`config.mk`:
```
export PLATFORM = sky130hd
export DESIGN_NAME = at_response_terminator_wait
export DESIGN_NICKNAME = d
export VERILOG_FILES = /design/src/sv/atrtw_pkg.sv /design/src/sv/atrtw_match.sv /design/src/sv/at_response_terminator_wait.sv
export SDC_FILE = /design/constraint.sdc
export NUM_CORES = 1
export LEC_CHECK = 0
export ABC_AREA = 1
export ABC_CLOCK_PERIOD_IN_PS = 8200
export BUFFER_PORTS_ARGS = -buffer_cell sky130_fd_sc_hd__buf_2
export CORE_MARGIN = 10
export CORE_UTILIZATION = 45
export DETAILED_ROUTE_END_ITERATION = 16
export SLEW_MARGIN = 0
export SYNTH_ARGS = -nofsm -noshare
export SYNTH_HDL_FRONTEND = slang
export SYNTH_SLANG_ARGS = --single-unit
```
`constraint.sdc`:
```
create_clock -name clock -period 8.2 [get_ports clock]
set_input_delay 0.82 -clock clock [delete_from_list [all_inputs] [get_ports clock]]
set_output_delay 0.82 -clock clock [all_outputs]
set_load 0.005 [all_outputs]
```
`src/sv/atrtw_pkg.sv`:
```
// Shared types and constants for the AT final-result detector.
`timescale 1ns / 1ps
`default_nettype none

package atrtw_pkg;

   localparam int WindowBytes = 10;
   localparam int MaxExpected = 8;
   localparam int ExpLenWidth = 4;
   localparam int CountWidth  = 16;
   localparam int CapWidth    = 17;
   localparam int AddrWidth   = 6;
   localparam int DataWidth   = 64;

   localparam logic [1:0] OP_START = 2'd0;
   localparam logic [1:0] OP_BYTE  = 2'd1;
   localparam logic [1:0] OP_TICK  = 2'd2;

   localparam logic [1:0] RES_OK      = 2'd0;
   localparam logic [1:0] RES_ERROR   = 2'd1;
   localparam logic [1:0] RES_TIMEOUT = 2'd2;

   localparam logic [2:0] REG_PATTERN  = 3'd0;
   localparam logic [2:0] REG_LENGTH   = 3'd1;
   localparam logic [2:0] REG_TIMEOUT  = 3'd2;
   localparam logic [2:0] REG_GRACE    = 3'd3;
   localparam logic [2:0] REG_CAPACITY = 3'd4;

   localparam logic [CapWidth-1:0] CapLimit = 17'd65536;

   // Element 0 holds the last character of each text.
   localparam logic [5:0][7:0] PatOk  = {8'h0D, 8'h0A, "O", "K", 8'h0D, 8'h0A};
   localparam logic [8:0][7:0] PatErr = {8'h0D, 8'h0A, "E", "R", "R", "O", "R",
                                         8'h0D, 8'h0A};
   localparam logic [9:0][7:0] PatCme = {"+", "C", "M", "E", " ", "E", "R", "R",
                                         "O", "R"};
   localparam logic [9:0][7:0] PatCms = {"+", "C", "M", "S", " ", "E", "R", "R",
                                         "O", "R"};

   typedef struct packed {
      logic [1:0] operation;
      logic [7:0] byte_value;
   } req_type;

   typedef struct packed {
      logic [1:0]            result_code;
      logic [CountWidth-1:0] stored_bytes;
   } rsp_type;

   typedef struct packed {
      logic ok;
      logic err;
      logic exp;
   } hit_type;

   typedef logic [WindowBytes-1:0][7:0] window_type;

endpackage

`default_nettype wire

```
`src/sv/atrtw_match.sv`:
```
// Terminator and expected-text matcher over the receive window.
`timescale 1ns / 1ps
`default_nettype none

module atrtw_match
   import atrtw_pkg::*;
(
   input  window_type                  window,
   input  logic [MaxExpected*8-1:0]    exp_pattern,
   input  logic [ExpLenWidth-1:0]      exp_length,
   output hit_type                     hits
);

   logic [MaxExpected-1:0][7:0] exp_bytes;
   logic [ExpLenWidth-1:0]      lim_len;
   logic [ExpLenWidth-1:0]      eff_len;
   logic [MaxExpected:0]        len_match;
   logic                        ok_hit;
   logic                        err_hit;
   logic                        cme_hit;
   logic                        cms_hit;

   assign exp_bytes = exp_pattern;
   assign lim_len   = (exp_length > ExpLenWidth'(MaxExpected)) ?
                      ExpLenWidth'(MaxExpected) : exp_length;

   always_comb begin
      eff_len = lim_len;
      for (int i = MaxExpected - 1; i >= 0; i--) begin
         if ((ExpLenWidth'(i) < lim_len) && (exp_bytes[i] == 8'd0)) begin
            eff_len = ExpLenWidth'(i);
         end
      end
   end

   always_comb begin
      len_match = '0;
      for (int l = 1; l <= MaxExpected; l++) begin
         len_match[l] = 1'b1;
         for (int k = 0; k < l; k++) begin
            if (window[k] != exp_bytes[l-1-k]) begin
               len_match[l] = 1'b0;
            end
         end
      end
   end

   assign ok_hit  = (window[5:0] == PatOk);
   assign err_hit = (window[8:0] == PatErr);
   assign cme_hit = (window[9:0] == PatCme);
   assign cms_hit = (window[9:0] == PatCms);

   assign hits.ok  = ok_hit;
   assign hits.err = err_hit | cme_hit | cms_hit;
   assign hits.exp = (eff_len != '0) && len_match[eff_len];

endmodule

`default_nettype wire

```
`src/sv/at_response_terminator_wait.sv`:
```
// Top level of the AT final-result detector: control, timers, registers, output queue.
//
//   channel   ports              payload     direction
//   request   req_valid/stall    req_type    in
//   response  rsp_valid/stall    rsp_type    out
//   config    psel..pready       64-bit      APB
//
// One request is taken every cycle while req_stall is low; its effect on state lands
// at the same edge. A response is registered in the output or, if stalled, skid slot.
// Two response slots: req_stall rises only while both are full.
// Synchronous reset restores register defaults and returns to idle.
`timescale 1ns / 1ps
`default_nettype none

module at_response_terminator_wait
   import atrtw_pkg::*;
(
   input  logic                 clock,
   input  logic                 reset,
   input  logic                 req_valid,
   output logic                 req_stall,
   input  req_type              req_data,
   output logic                 rsp_valid,
   input  logic                 rsp_stall,
   output rsp_type              rsp_data,
   input  logic                 psel,
   input  logic                 penable,
   input  logic                 pwrite,
   input  logic [AddrWidth-1:0] paddr,
   input  logic [DataWidth-1:0] pwdata,
   output logic [DataWidth-1:0] prdata,
   output logic                 pready
);

   typedef enum logic [1:0] {
      PH_IDLE,
      PH_WAIT,
      PH_GRACE
   } phase_type;

   logic [DataWidth-1:0]   pattern_ff;
   logic [ExpLenWidth-1:0] exp_len_ff;
   logic [31:0]            timeout_ff;
   logic [15:0]            grace_ff;
   logic [CapWidth-1:0]    cap_ff;

   phase_type              phase_ff, phase_in;
   window_type             window_ff, window_in;
   logic [CountWidth-1:0]  count_ff, count_in;
   hit_type                flags_ff, flags_in;
   logic                   frozen_ff, frozen_in;
   logic [31:0]            elapsed_ff, elapsed_in;

   logic                   out_v_ff, skid_v_ff;
   rsp_type                out_ff, skid_ff;

   window_type             win_shift;
   hit_type                hits;
   hit_type                flags_new;
   logic [CapWidth-1:0]    cap_sat;
   logic [CapWidth-1:0]    count_next;
   logic [31:0]            elapsed_inc;
   logic                   accept;
   logic                   push;
   logic                   pop;
   logic                   succ;
   rsp_type                result;
   logic                   wr_en;

   assign accept      = req_valid & ~req_stall;
   assign req_stall   = skid_v_ff;
   assign pop         = out_v_ff & ~rsp_stall;
   assign rsp_valid   = out_v_ff;
   assign rsp_data    = out_ff;
   assign pready      = 1'b1;
   assign wr_en       = psel & penable & pwrite;

   assign win_shift   = {window_ff[WindowBytes-2:0], req_data.byte_value};
   assign cap_sat     = (cap_ff > CapLimit) ? CapLimit : cap_ff;
   assign count_next  = {1'b0, count_ff} + CapWidth'(1);
   assign elapsed_inc = (elapsed_ff == '1) ? elapsed_ff : elapsed_ff + 32'd1;

   atrtw_match u_match (
      .window      (win_shift),
      .exp_pattern (pattern_ff),
      .exp_length  (exp_len_ff),
      .hits        (hits)
   );

   always_comb begin
      phase_in   = phase_ff;
      window_in  = window_ff;
      count_in   = count_ff;
      flags_in   = flags_ff;
      frozen_in  = frozen_ff;
      elapsed_in = elapsed_ff;
      flags_new  = flags_ff;
      succ       = 1'b0;
      push       = 1'b0;
      result     = '{result_code: RES_OK, stored_bytes: count_ff};
      if (accept) begin
         case (req_data.operation)
            OP_START: begin
               phase_in   = PH_WAIT;
               window_in  = '0;
               count_in   = '0;
               flags_in   = '0;
               frozen_in  = 1'b0;
               elapsed_in = '0;
            end
            OP_BYTE: begin
               if (phase_ff != PH_IDLE) begin
                  if (count_next < cap_sat) begin
                     count_in = count_next[CountWidth-1:0];
                     if (!frozen_ff) begin
                        if (req_data.byte_value == 8'd0) begin
                           frozen_in = 1'b1;
                        end else begin
                           window_in = win_shift;
                           flags_new = flags_ff | hits;
                        end
                     end
                  end
                  flags_in            = flags_new;
                  result.stored_bytes = count_in;
                  if (phase_ff == PH_WAIT) begin
                     succ = (exp_len_ff != '0) ? flags_new.exp : flags_new.ok;
                     if (succ) begin
                        if ((exp_len_ff == '0) || (grace_ff == '0) ||
                            flags_new.ok || flags_new.err) begin
                           push     = 1'b1;
                           phase_in = PH_IDLE;
                        end else begin
                           phase_in   = PH_GRACE;
                           elapsed_in = '0;
                        end
                     end else if (flags_new.err) begin
                        push               = 1'b1;
                        result.result_code = RES_ERROR;
                        phase_in           = PH_IDLE;
                     end
                  end else if (flags_new.ok || flags_new.err) begin
                     push     = 1'b1;
                     phase_in = PH_IDLE;
                  end
               end
            end
            OP_TICK: begin
               if (phase_ff != PH_IDLE) begin
                  elapsed_in = elapsed_inc;
                  if (phase_ff == PH_WAIT) begin
                     if (elapsed_inc >= timeout_ff) begin
                        push               = 1'b1;
                        result.result_code = RES_TIMEOUT;
                        phase_in           = PH_IDLE;
                     end
                  end else if (elapsed_inc >= {16'd0, grace_ff}) begin
                     push     = 1'b1;
                     phase_in = PH_IDLE;
                  end
               end
            end
            default: begin
            end
         endcase
      end
   end

   always_ff @(posedge clock) begin
      if (reset) begin
         phase_ff   <= PH_IDLE;
         window_ff  <= '0;
         count_ff   <= '0;
         flags_ff   <= '0;
         frozen_ff  <= 1'b0;
         elapsed_ff <= '0;
      end else begin
         phase_ff   <= phase_in;
         window_ff  <= window_in;
         count_ff   <= count_in;
         flags_ff   <= flags_in;
         frozen_ff  <= frozen_in;
         elapsed_ff <= elapsed_in;
      end
   end

   // Hold a response in the skid slot while the output slot is stalled.
   always_ff @(posedge clock) begin
      if (reset) begin
         out_v_ff  <= 1'b0;
         skid_v_ff <= 1'b0;
      end else if (!out_v_ff || pop) begin
         if (skid_v_ff) begin
            out_v_ff  <= 1'b1;
            skid_v_ff <= push;
         end else begin
            out_v_ff  <= push;
         end
      end else if (push) begin
         skid_v_ff <= 1'b1;
      end
   end

   always_ff @(posedge clock) begin
      if (!out_v_ff || pop) begin
         if (skid_v_ff) begin
            out_ff  <= skid_ff;
            skid_ff <= result;
         end else begin
            out_ff  <= result;
         end
      end else if (push) begin
         skid_ff <= result;
      end
   end

   always_ff @(posedge clock) begin
      if (reset) begin
         pattern_ff <= '0;
         exp_len_ff <= '0;
         timeout_ff <= 32'd1000;
         grace_ff   <= 16'd200;
         cap_ff     <= 17'd256;
      end else if (wr_en) begin
         unique case (paddr[5:3])
            REG_PATTERN:  pattern_ff <= pwdata;
            REG_LENGTH:   exp_len_ff <= pwdata[ExpLenWidth-1:0];
            REG_TIMEOUT:  timeout_ff <= pwdata[31:0];
            REG_GRACE:    grace_ff   <= pwdata[15:0];
            REG_CAPACITY: cap_ff     <= pwdata[CapWidth-1:0];
            default: begin
            end
         endcase
      end
   end

   always_comb begin
      unique case (paddr[5:3])
         REG_PATTERN:  prdata = pattern_ff;
         REG_LENGTH:   prdata = {{(DataWidth-ExpLenWidth){1'b0}}, exp_len_ff};
         REG_TIMEOUT:  prdata = {32'd0, timeout_ff};
         REG_GRACE:    prdata = {48'd0, grace_ff};
         REG_CAPACITY: prdata = {{(DataWidth-CapWidth){1'b0}}, cap_ff};
         default:      prdata = '0;
      endcase
   end

endmodule

`default_nettype wire

```
# --- Word-level counts from Yosys, hierarchy flattened ---
# Cells that the tools add are included.
# W data, S select, Z words.
totals:
  word_cells: 277
  reg_bits: 297
  latch_bits: 0
  mem_bits_rw: 0
  mem_bits_ro: 0
  n_memories: 0
  out_inout_bits: 85
  inputBits: 87
classes:
  n_addsub: 2
  n_lt_le_gt_ge: 14
  shift: 0
  multipliers: 0
  reduce_logical: 45
  mux: 119
  n_bitwise: 9
  div_mod_pow: 0
  eq_ne: 61
op_table:
  columns: ["op", "n"]
  rows:
  - ["$pmux W64 S5", 1]
  - ["$mux W72", 4]
  - ["$ne A8 B8 Y1", 36]
  - ["$mux W32", 6]
  - ["$eq A80 B78 Y1 const B", 2]
  - ["$pmux W72 S2", 1]
  - ["$pmux W32 S3", 1]
  - ["$mux W18", 5]
  - ["$eq A72 B68 Y1 const B", 1]
  - ["$logic_not A8 Y1", 9]
  - ["$mux W1", 60]
  - ["$eq A48 B44 Y1 const B", 1]
  - ["$mux W16", 3]
  - ["$mux W4", 9]
  - ["$mux W17", 2]
  - ["$add A32 B1 Y32 const B", 1]
  - ["$eq A32 B32 Y1 const B", 1]
  - ["$ge A32 B16 Y1", 1]
  - ["$ge A32 B32 Y1", 1]
  - ["$pmux W16 S2", 1]
  - ["$mux W2", 13]
  - ["$mux W3", 7]
  - ["$ne A2 B2 Y1 const B", 9]
  - ["$add A16 B1 Y17 const B", 1]
  - ["39 further kinds", 74]

# --- Depth between registers and ports, before layout ---
# Gate-level depths: netlist of run 1.
depth:
  word_depth: 32
  depth_mapped: 31
  depth_no_buf: 31

# --- Modules after synthesis ---
# A second synthesis of run 1 with hierarchy kept.
unflattened:
  cells_unflattened: 3124
  area_unflattened_um2: 19986.7
modules_own_cells:
  columns: ["module", "cells_per_inst", "n_inst", "area_each_um2"]
  rows:
  - ["at_response_terminator_wait", 2090, 1, 14824.2]
  - ["atrtw_match", 1034, 1, 5162.5]

# --- Least setup slack after synthesis of run 1 ---
# Ideal clock, no wire load.
synth_path:
  path_type: "reg-to-reg"
  startpoint: "reg count_ff[0]"
  endpoint: "reg skid_ff[0] (netlist bit), enable pin"
  arrival_ns: 4.353
  n_path_buf: 0
  setup_slack_ns: 3.448
  setup_time_ns: 0.399
  path_stages_with_launch: 25
  cell_sequence: "dfxtp_1 > ha_1 > nand3_1 > nor3b_1 > nand3_1 > nor3_1 > nand3_1 > nor3_1 > xor2_1 > ha_1 > nand3_1 > nor3_1 > a221oi_1 > nand2_2 > inv_2 > nand2_1 > nand2_1 > inv_1 > nand2_2 > nand2_1 > nand2_1 > nand3_1 > nand2_1 > nand2_1 > a21oi_1"
synth_between:
  elab_chain_cells: 16
  elab_cells_between_ends: 20
  cone_classes: "add/sub: 1; order compare: 1; mux: 13; reduce/logical: 5"
synth_lines:
  columns: ["element", "line_no", "source"]
  rows:
  - ["from (decl)", "at_response_terminator_wait.sv:49", "logic [CountWidth-1:0] count_ff, count_in;"]
  - ["from (signal assigned)", "at_response_terminator_wait.sv:180", "count_ff <= count_in;"]
  - ["$add A16 B1 Y17 *", "at_response_terminator_wait.sv:80", "assign count_next = {1'b0, count_ff} + CapWidth'(1);"]
  - ["$lt A17 B17 Y1 *", "at_response_terminator_wait.sv:113", "if (count_next < cap_sat) begin"]
  - ["$mux W3 *", "at_response_terminator_wait.sv:113", null]
  - ["$mux W3 *", "at_response_terminator_wait.sv:112", "if (phase_ff != PH_IDLE) begin"]
  - ["$mux W3 *", "at_response_terminator_wait.sv:102", "case (req_data.operation)"]
  - ["$mux W3 *", "at_response_terminator_wait.sv:101", "if (accept) begin"]
  - ["$logic_or A1 B1 Y1", "at_response_terminator_wait.sv:129", "if ((exp_len_ff == '0) || (grace_ff == '0) ||"]
  - ["$logic_or A1 B1 Y1", "at_response_terminator_wait.sv:130", "flags_new.ok || flags_new.err) begin"]
  - ["$mux W1", "at_response_terminator_wait.sv:129", null]
  - ["$mux W1", "at_response_terminator_wait.sv:128", "if (succ) begin"]
  - ["$mux W1 *", "at_response_terminator_wait.sv:126", "if (phase_ff == PH_WAIT) begin"]
  - ["$mux W1 *", "at_response_terminator_wait.sv:112", null]
  - ["$pmux W1 S2 *", "at_response_terminator_wait.sv:102", null]
  - ["$mux W1 *", "at_response_terminator_wait.sv:101", null]
  - ["$reduce_bool A2 Y1 (no source line) *", null, null]
  - ["$reduce_and A2 Y1 (no source line) *", null, null]
  - ["to (signal assigned)", "at_response_terminator_wait.sv:208", "skid_ff <= result;"]
  - ["to (signal assigned)", "at_response_terminator_wait.sv:213", "skid_ff <= result;"]
  - ["to (decl)", "at_response_terminator_wait.sv:55", "rsp_type out_ff, skid_ff;"]
# Every way passes the cells marked *; elsewhere a longest branch is shown, timed or not. The select of a mux whose other input is x is not followed.
# A chain may end at the register's enable or synchronous reset.

# --- Worst setup path in the final report of run 1 ---
layout_path:
  startpoint: "reg elapsed_ff[1]"
  endpoint: "reg skid_ff[8] (netlist bit), enable pin"
layout_between:
  elab_chain_cells: 10
  elab_cells_between_ends: 13
  cone_classes: "add/sub: 1; order compare: 2; eq/ne: 1; mux: 7; reduce/logical: 2"
layout_lines:
  columns: ["element", "line_no", "source"]
  rows:
  - ["from (decl)", "at_response_terminator_wait.sv:52", "logic [31:0] elapsed_ff, elapsed_in;"]
  - ["from (signal assigned)", "at_response_terminator_wait.sv:183", "elapsed_ff <= elapsed_in;"]
  - ["$add A32 B1 Y32 / $eq A32 B32 Y1 (equally long branches)", "at_response_terminator_wait.sv:81", "assign elapsed_inc = (elapsed_ff == '1) ? elapsed_ff : elapsed_ff + 32'd1;"]
  - ["$mux W32 *", "at_response_terminator_wait.sv:81", null]
  - ["$ge A32 B16 Y1 / $ge A32 B32 Y1 (equally long branches)", "at_response_terminator_wait.sv:157, at_response_terminator_wait.sv:152", null]
  - ["$mux W1, on equally long branches", "at_response_terminator_wait.sv:157, at_response_terminator_wait.sv:152", null]
  - ["$mux W1 *", "at_response_terminator_wait.sv:151", "if (phase_ff == PH_WAIT) begin"]
  - ["$mux W1 *", "at_response_terminator_wait.sv:149", "if (phase_ff != PH_IDLE) begin"]
  - ["$pmux W1 S2 *", "at_response_terminator_wait.sv:102", null]
  - ["$mux W1 *", "at_response_terminator_wait.sv:101", null]
  - ["$reduce_bool A2 Y1 (no source line) *", null, null]
  - ["$reduce_and A2 Y1 (no source line) *", null, null]
# Every way passes the cells marked *; elsewhere a longest branch is shown, timed or not.

==> results.md, run 1 <==
* Max clock buf depth at 3
* Hold_sp: win_shift[77]$_SDFFE_PP0P_
* H-tree lvl count at 2
* Count of hold-fix buffers inserted at cts at 0
* Number of antenna repair diodes at 0
* Cell Area, Synth at 19470 sq um
* Drc violations at 0
* Starting Density at 0.4539
* Clock root cell: clkbuf_16
* Syn_nets at 2982
* Setup Skew at 0.01665 ns
* Final Hold Slack at 0.4632 ns
* NetSw at 1.065 mW
* Unrepaired setup endpoints after global routing: no
* Antenna Nets Post-Route at 0
* # setup viols final at 0
* Critical Path Max Stage Delay at 0.73 ns
* R2r setup slk at 2.28 ns
* Peak Freq at 0.1689 GHz
* Crit end category: flip-flop
* CTS buffer count at 36
* CP startpoint kind: flip-flop
* Nets@finish at 3009
* Port buffer count at 167
* Fin. Hold Viols at 0
* Final WL at 80.58 mm
* Crit path time final at 5.920 ns
* Post-synthesis sequential area ratio at 0.3239
* Setup CP Type: reg -> reg
* Slew @ Worst Pin at 1.085 ns
* Pint at 2.640 mW
* Post-cts sizing count at 0
* CP max-delay cell: o21ai_0
* Max-cap viol count at 0
* Status: finished, final reports clean
* DR WL/cell at 23.25 um
* Slew Viols, Final at 0
* Clock power frac at 0.452
* Combinational power share at 0.123
* CP most frequent cell: nand2_1
* Reg2reg path depth at 27
* Hold Path Sink: win_shift[77]$_SDFFE_PP0P_
* Initial antenna violation count at 0
* Top area cells in the synthesized netlist: dfxtp_1 (27%), nand2_1 (11%), a21oi_1 (7.7%)
* Fin util at 0.5013
* Cells after Synth at 2825
* Worst r2r src: elapsed_ff[1]$_SDFFE_PP0P_
* Yosys top cell area share at 0.2684
* Pwr Density at 172.3 nW/um^2
* Largest net degree at the start of global routing at 126
* Vias in the first global route at 19050
* Sequential share of power at 0.425
* Sink Count at 297
* GRT Overall Usage at 0.2977
* Die width at 228.0 um
* Worst EP required at 8.46 ns
* Row cnt at 76
* Arr. time, crit path at 6.18 ns
* FF-to-FF End: skid_ff[8]$_DFFE_PP_
* First-pass GRT wire length at 120.3 mm
* Dominant cell type by area after synthesis: dfxtp_1
* CP Max Fanout at 16
* Period utilization at 0.7220
* Overall power at 3.705 mW
* Clk slew on worst S/H paths at 0.06 ns
* Grt total ovfl at 0
* Io pins at 172
* Synth unique cells at 56
* Hold path depth at 2
* Avg Inst Size Synth at 6.891 sq um
* WP depth at 27
* Ys flop type: dfxtp_1
* Slew Limit Headroom at 0.2766
* Worst Path Buf+Inv at 1
* Placed cell area at 20270 sq um
* Multi-input gate area at 11200 sq um
* Vias/cell at 5.814
* Sum Neg Setup Slack at 0 ns
* Final instance area at 21500 sq um
* Switch share at 0.2874
* Area Growth Syn to Fin at 10.45%
* LEAKAGE at 8.826 nW
* Storage element area at 6306 sq um
* Hold Path Class: reg -> reg
* Asr flop ratio synth at 0
* Number of setup buffers added after CTS at 0
* Die Height at 228.0 um
* Worst-Skew Late Latency at 0.58 ns
* Vias at 20150
* Placeable Area at 42890 sq um
* Layout cell share with drive strength beyond 1 at 0.09653
* Seq cells post-synth at 297
* Initial DRC count at 2185
* DR pass1 iterations at 6
* FILL cells at 4359
* CP delay by family, top: compound AO/OA/AOI/OAI gates
* Gpl congestion at 1.007
* EDFF count, synth at 36
* CTS tree: built
* HPWL after DPL at 59.23 mm
* Worst vdd ir at 138.8 uV
* Warnings from Yosys at 0
* Die area at 51980 sq um
## cells in the final DEF (no fill, tap or decap), types with 36 or more instances in the layout
cell       Yosys  layout
clkbuf_16      0      36
o21ai_0      179     179
o22ai_1       48      48
nor2_1       213     213
nand2_1      571     570
dfxtp_1      261     261
ha_1          70      69
edfxtp_1      36      36
buf_2         70     166
a21oi_1      301     301
nand3_1      113     113
nand4_1      126     126
xnor2_1      105     105
nor3_1        65      65
inv_1        275     275
a211oi_1      54      54
xor2_1        87      87
## registers in the layout, summed over array words and instances (netlist names), 2 cells and up
name	cells
cap_ff	17
count_ff	16
elapsed_ff	32
exp_len_ff	4
flags_ff	3
grace_ff	16
pattern_ff	64
phase_ff	2
rsp_data	18
skid_ff	18
timeout_ff	32
win_shift	72
## cell type report
class                   instances  area share
flip-flops and latches        297      0.2933
clock inverters                17     0.01013
clock buffers                  49     0.04696
well taps                     585     0.03404
multi-input cells            2046      0.5208
inverters                     289     0.05057
repair buffers                182     0.04423
## power groups by stage
stage          Clock, mW  Sequential, mW  Combinational [mW]
2_1_floorplan          0            1.54               0.327
3_3_place_gp           0            1.60               0.441
3_5_place_dp           0            1.60               0.444
4_1_cts             1.70            1.57               0.446
5_1_grt             1.76            1.57               0.498
6_report            1.68            1.57               0.457
## Yosys cell counts, types with 3 or more instances
master and count:
a211oi_1 54, a21oi_1 301, a221oi_1 5, and3_1 3
buf_1 10, buf_2 70, buf_6 9, clkbuf_1 101
clkinv_1 5, dfxtp_1 261, edfxtp_1 36, ha_1 70
inv_1 275, inv_2 9, nand2_1 571, nand2_2 6
nand3_1 113, nand4_1 126, nor2_1 213, nor3_1 65
nor3b_1 4, nor4_1 26, nor4b_1 3, o2111ai_1 4
o211ai_1 16, o21a_1 3, o21ai_0 179, o21ai_1 3
o21bai_1 8, o221ai_1 5, o22ai_1 48, or2_2 6
xnor2_1 105, xor2_1 87
## metrics by stage
step                      setup slack [ns]  cells
after CTS                            2.391   3465
after global routing                 1.977   3465
after global placement               2.601   3399
final                                2.280   3465
after detailed placement             2.418   3399
after floorplan                      3.448   2825
## cell families after synthesis
| group | count (synthesis) | share of synthesized area |
|---|---|---|
| AO/OA/AOI/OAI | 633 | 0.1815 |
| XOR/XNOR | 192 | 0.08639 |
| adder cells (fa/ha/maj) | 70 | 0.04499 |
| buffers and inverters | 482 | 0.1014 |
| flip-flops | 297 | 0.3239 |
| other | 1 | 0.0001926 |
| AND/OR/NAND/NOR | 1150 | 0.2616 |
## per-layer routing
metal / wire length, um / global-route usage
met1: 35630 / 0.4075
met2: 34160 / 0.4458
met3: 7178 / 0.05882
met4: 3604 / 0.1321
met5: 0 / 0
## tightest hold or removal path, stage by stage, from the launching register on
cell and delay [ns]:
dfxtp_1 0.31, nand2_1 0.06, a21oi_1 0.05
## worst max-delay path by stage
stage,start,to,slack (ns)
2_1_floorplan,count_ff[0]$_SDFFE_PP0P_,skid_ff[0]$_DFFE_PP_,3.45
3_3_place_gp,elapsed_ff[1]$_SDFFE_PP0P_,skid_ff[12]$_DFFE_PP_,2.60
3_5_place_dp,elapsed_ff[1]$_SDFFE_PP0P_,skid_ff[15]$_DFFE_PP_,2.42
4_1_cts,elapsed_ff[1]$_SDFFE_PP0P_,skid_ff[8]$_DFFE_PP_,2.39
5_1_grt,elapsed_ff[1]$_SDFFE_PP0P_,skid_ff[8]$_DFFE_PP_,1.98
6_report,elapsed_ff[1]$_SDFFE_PP0P_,skid_ff[8]$_DFFE_PP_,2.28
Note: power is estimated with default switching activity, not from simulation.
==> inputs of run 2 (changes only) <==
--- a/config.mk
+++ b/config.mk
@@ -6,7 +6,7 @@
 export NUM_CORES = 1
 export LEC_CHECK = 0
 export ABC_AREA = 1
-export ABC_CLOCK_PERIOD_IN_PS = 8200
+export ABC_CLOCK_PERIOD_IN_PS = 5900
 export BUFFER_PORTS_ARGS = -buffer_cell sky130_fd_sc_hd__buf_2
 export CORE_MARGIN = 10
 export CORE_UTILIZATION = 45
==> constraint.sdc (replaced) <==
create_clock -name clock -period 5.9 [get_ports clock]
set_input_delay 0.59 -clock clock [delete_from_list [all_inputs] [get_ports clock]]
set_output_delay 0.59 -clock clock [all_outputs]
set_load 0.005 [all_outputs]
==> run 2 against run 1 <==
Fmax grew 12%. Combinational power grew 38%. Sequential cell count is the same. Sequential share of layout area about the same. Clock skew increased by 0.0038 ns. Final cell count hardly changed. Die area unchanged. Sequential power up 39%. Hold slack lost 0.15 ns. Global-route usage increased by 0.55 points. Largest cell class unchanged.
==> results.md, run 2 (synthesized netlist as in run 1, its figures left out) <==
* Worst-Skew Late Latency at 0.57 ns
* Io pins at 172
* Fin. Hold Viols at 0
* Final WL at 82.33 mm
* Reg2reg path depth at 25
* Worst vdd ir at 180.8 uV
* Max-cap viol count at 0
* Slew @ Worst Pin at 1.204 ns
* Vias at 20200
* Area Growth Syn to Fin at 10.33%
* Hold Path Sink: pattern_ff[59]$_SDFFE_PP0P_
* Layout cell share with drive strength beyond 1 at 0.09587
* Clk slew on worst S/H paths at 0.06 ns
* Largest net degree at the start of global routing at 115
* LEAKAGE at 8.830 nW
* Final instance area at 21480 sq um
* Non-filler instance count after layout at 3464
* Peak Freq at 0.1884 GHz
* CP startpoint kind: flip-flop
* Number of setup buffers added after CTS at 0
* Slew Viols, Final at 0
* Status: finished, final reports clean
* Die Height at 228.0 um
* Starting Density at 0.4539
* Arr. time, crit path at 5.56 ns
* Vias/cell at 5.831
* Placeable Area at 42890 sq um
* # setup viols final at 0
* HPWL after DPL at 59.85 mm
* CTS buffer count at 37
* Hold_sp: pwdata[59]
* Max clock buf depth at 3
* H-tree lvl count at 2
* Sink Count at 297
* DR WL/cell at 23.77 um
* Hold Path Class: in -> reg
* Storage element area at 6306 sq um
* CP Max Fanout at 23
* Vias in the first global route at 19190
* Worst r2r src: count_ff[0]$_SDFFE_PP0P_
* FF-to-FF End: skid_ff[11]$_DFFE_PP_
* Pwr Density at 236.9 nW/um^2
* Row cnt at 76
* Antenna Nets Post-Route at 0
* Placed Instances at 3399
* Initial DRC count at 2078
* R2r setup slk at 0.59 ns
* Crit path time final at 5.308 ns
* Gpl congestion at 1.023
* Drc violations at 0
* First-pass GRT wire length at 121.8 mm
* Grt total ovfl at 0
* DR pass1 iterations at 8
* Setup CP Type: reg -> reg
* Commonest cells after routing, fill and taps aside: nand2_1 (570), a21oi_1 (300), inv_1 (275)
* Port buffer count at 167
* Number of antenna repair diodes at 0
* Worst EP required at 6.15 ns
* Final Hold Slack at 0.3106 ns
* Die area at 51980 sq um
* Initial antenna violation count at 3
* Multi-input gate area at 11210 sq um
* CTS tree: built
* Sum Neg Setup Slack at 0 ns
* Max FFs per register at 72
* Most common cell after layout, fill and taps aside: nand2_1
* Setup Skew at 0.02048 ns
* GRT Overall Usage at 0.3032
* Clock root cell: clkbuf_16
* Hold path depth at 3
* Unrepaired setup endpoints after global routing: no
* Slew Limit Headroom at 0.1968
* Period utilization at 0.8997
* Crit end category: flip-flop
* FILL cells at 4388
* Nets@finish at 3010
* Die width at 228.0 um
* Placed cell area at 20290 sq um
run 2: cell types whose count changed in the layout (fill, tap and decap cells not counted), sizes merged:
cell / delta
bufinv: -2
clkinvlp: -1
clkbuf: +2
run 2: cell type report:
class                           instances  share of cell area
Multi-Input combinational cell       2046              0.5219
Clock inverter                         14            0.005942
Timing Repair Buffer                  182             0.04486
Inverter                              289             0.05063
Tap cell                              585             0.03408
Clock buffer                           51             0.04894
Sequential cell                       297              0.2936
run 2: where the power goes:
group	leakage [nW]	internal [mW]	total [mW]	switching (mW)
Clock	0.581	1.33	2.27	0.935
Combinational	5.76	0.202	0.629	0.427
Sequential	2.49	2.08	2.19	0.111
Total	8.83	3.62	5.09	1.47
run 2: layer usage:
layer	track usage	vias up	wire length, um
met5	0	-	25
met4	0.1379	4	3804
met3	0.08340	212	7904
met2	0.4555	946	35210
met1	0.3981	9492	35390
li1	-	9545	-
run 2: worst max-delay path, cell delays in order (launching register included):
cell,delay (ns)
dfxtp_1,0.43
ha_1,0.22
nand3_1,0.12
nor3b_1,0.32
nand3_1,0.17
nor3_1,0.30
nand3_1,0.20
nor3_1,0.23
xor2_1,0.27
ha_1,0.30
a21oi_1,0.14
o21ai_0,0.11
a221oi_1,0.27
nand2_2,0.35
inv_2,0.28
nand2_1,0.10
nand2_1,0.10
inv_1,0.06
nand2_2,0.08
nand2_1,0.09
nand2_1,0.08
nand3_1,0.07
nand2_1,0.07
nand2_1,0.11
a21oi_2,0.23
buf_4,0.27
run 2: what timing repair did:
action,in CTS,in global routing
endpoints found under the setup margin,0,16
gates resized for setup,0,2
hold buffers,0,0
run 2: per-stage QoR:
stage | utilization | total power [mW] | setup WS [ns]
6_report | 0.5008 | 5.089 | 0.5917
5_1_grt | 0.5008 | 5.252 | 0.09670
4_1_cts | 0.5005 | 5.096 | 0.5185
3_5_place_dp | 0.4730 | 2.837 | 0.5302
3_3_place_gp | 0.4730 | 2.833 | 0.7351
2_1_floorplan | - | 2.595 | 1.148
run 2: how the worst max path moves through the flow:
stage                                          start                    end  slack [ns]
after floorplan             count_ff[0]$_SDFFE_PP0P_   skid_ff[0]$_DFFE_PP_        1.15
after global placement      count_ff[0]$_SDFFE_PP0P_  skid_ff[15]$_DFFE_PP_        0.74
after detailed placement    count_ff[0]$_SDFFE_PP0P_  skid_ff[15]$_DFFE_PP_        0.53
after CTS                   count_ff[0]$_SDFFE_PP0P_  skid_ff[11]$_DFFE_PP_        0.52
after global routing      elapsed_ff[1]$_SDFFE_PP0P_  skid_ff[11]$_DFFE_PP_         0.1
final                       count_ff[0]$_SDFFE_PP0P_  skid_ff[11]$_DFFE_PP_        0.59
==> inputs of run 3 (changes only) <==
--- a/config.mk
+++ b/config.mk
@@ -8,9 +8,9 @@
 export ABC_AREA = 1
 export ABC_CLOCK_PERIOD_IN_PS = 5900
 export BUFFER_PORTS_ARGS = -buffer_cell sky130_fd_sc_hd__buf_2
-export CORE_MARGIN = 10
 export CORE_UTILIZATION = 45
 export DETAILED_ROUTE_END_ITERATION = 16
+export RECOVER_POWER = 25
 export SLEW_MARGIN = 0
 export SYNTH_ARGS = -nofsm -noshare
 export SYNTH_HDL_FRONTEND = slang
==> run 3 against run 2 <==
The run now ends with max-capacitance violations, max-slew violations left. Final cell count barely moved. Design area rose by 0.47%. Core utilization rose by 0.90 points. Sequential power barely moved. Combinational power barely moved. Critical path type unchanged. Critical endpoint is now skid_ff[10]$_DFFE_PP_.
==> results.md, run 3 (synthesized netlist as in run 1, its figures left out) <==
* CP Max Fanout at 23
* DP Worst Slack at 0.5717 ns
* Max clock buf depth at 3
* # setup viols final at 0
* Fin. Hold Viols at 0
* Sum Neg Setup Slack at 0 ns
* Layout cell share with drive strength beyond 1 at 0.09570
* Io pins at 172
* Die Height at 210.0 um
* Worst vdd ir at 205.8 uV
* Max FFs per register at 72
* Crit path time final at 5.329 ns
* Vias in the first global route at 18520
* Placed Instances at 3393
* Clk slew on worst S/H paths at 0.07 ns
* Grt total ovfl at 0
* HPWL after DPL at 57.05 mm
* Gpl congestion at 1.034
* Antenna Nets Post-Route at 0
* DR WL/cell at 22.88 um
* Largest net degree at the start of global routing at 115
* Max-cap viol count at 1
* Drc violations at 0
* LEAKAGE at 8.848 nW
* Most common cell after layout, fill and taps aside: nand2_1
* FILL cells at 4256
* Initial DRC count at 2119
* Nets@finish at 3012
* Worst EP required at 6.16 ns
* Vias/cell at 5.857
* Die area at 44090 sq um
* Number of antenna repair diodes at 0
* Final WL at 79.19 mm
* Placeable Area at 42320 sq um
* GRT Overall Usage at 0.3510
* Vias at 20270
* Area Growth Syn to Fin at 10.84%
* Number of setup buffers added after CTS at 0
* Hold Path Class: in -> reg
* Status: finished, violations left
* Met3 wire len at 7.324 mm
* CP max-delay cell: dfxtp_1
* CP most frequent cell: nand2_1
* Setup Skew at 0.03237 ns
* Post-Route M1 WL at 34.96 mm
* Failing checks: max-capacitance violations, max-slew violations
* Row cnt at 75
* Critical Path Max Stage Delay at 0.43 ns
* Arr. time, crit path at 5.59 ns
* CP startpoint kind: flip-flop
* Crit end category: flip-flop
* Commonest cells after routing, fill and taps aside: nand2_1 (570), a21oi_1 (301), inv_1 (275)
* DR pass1 iterations at 5
* Period utilization at 0.9033
* Slew Limit Headroom at -0.4562
* Port buffer count at 167
* Non-filler instance count after layout at 3461
* Unrepaired setup endpoints after global routing: no
* Initial antenna violation count at 1
* CTS tree: built
* Slew Viols, Final at 68
* Wire length on met2 at 33.39 mm
* Setup CP Type: reg -> reg
* CTS buffer count at 37
* Peak Freq at 0.1876 GHz
* Slew @ Worst Pin at 2.172 ns
* Clock root cell: clkbuf_16
* Die width at 210.0 um
* First-pass GRT wire length at 116.6 mm
* H-tree lvl count at 2
* Sink Count at 297
* Starting Density at 0.4600
* Pwr Density at 245.0 nW/um^2
* Worst-Skew Late Latency at 0.58 ns
* Fin worst setup slack at 0.5705 ns
* Max Used Layer: met5
==> run 3: cell count changes in the layout (fill, tap and decap cells not counted), moves of 2 or more <==
cell | previous run | this run
buf_2 | 166 | 156
bufinv_16 | 2 | 5
clkbuf_8 | 3 | 5
clkbuf_1 | 9 | 14
==> run 3: per-stage QoR <==
stage	cell area (sq um)	hold WS (ns)	total power, mW	util
6_report	21580	0.2887	5.286	0.5098
5_1_grt	21580	0.2921	5.449	0.5098
4_1_cts	21590	0.2515	5.296	0.5101
3_5_place_dp	20280	0.4615	2.830	0.4791
3_3_place_gp	20280	0.4553	2.827	0.4791
2_1_floorplan	19470	0.4435	2.595	-
==> run 3: final cells by class <==
class	instances	area, sq um	area share
clock buffer	46	1031	0.04778
clock inverter	22	277.8	0.01287
inverter	289	1087	0.05039
multi-input combinational	2046	11210	0.5193
sequential	297	6306	0.2923
tap	577	721.9	0.03346
timing repair buffer	184	947.2	0.04390
==> run 3: worst paths after layout <==
path                                                     to  cells after the start  slack, ns                       start
worst min register to register   elapsed_ff[8]$_SDFFE_PP0P_                      2       0.47  elapsed_ff[8]$_SDFFE_PP0P_
worst max register to register        skid_ff[10]$_DFFE_PP_                     25       0.57    count_ff[0]$_SDFFE_PP0P_
worst max-delay path                  skid_ff[10]$_DFFE_PP_                     25       0.57    count_ff[0]$_SDFFE_PP0P_
worst min-delay path            pattern_ff[31]$_SDFFE_PP0P_                      3       0.29                  pwdata[31]
==> run 3: per-layer routing <==
layer | up-vias | track usage
met5 | - | 0
met4 | 2 | 0.1508
met3 | 188 | 0.07285
met2 | 1018 | 0.5231
met1 | 9506 | 0.4888
li1 | 9558 | -
==> run 3: repair_timing <==
item,CTS,global route
hold buffers,0,0
resized for setup,0,1
setup endpoints to repair,0,7
==> run 3: critical path, delay by kind of cell, from the launching register on <==
family          cells  cell delay, ns
compound gates      2            0.60
fa+ha+maj           2            0.51
simple gates       17            2.57
xor+xnor            1            0.26
flops               1            0.43
buf+inv             3            0.65
==> run 3: report_power, final <==
group / switching, mW / internal, mW / total (mW) / leakage, nW
Clock: 0.992 / 1.48 / 2.47 / 0.646
Sequential: 0.105 / 2.08 / 2.18 / 2.49
Combinational: 0.429 / 0.203 / 0.632 / 5.71
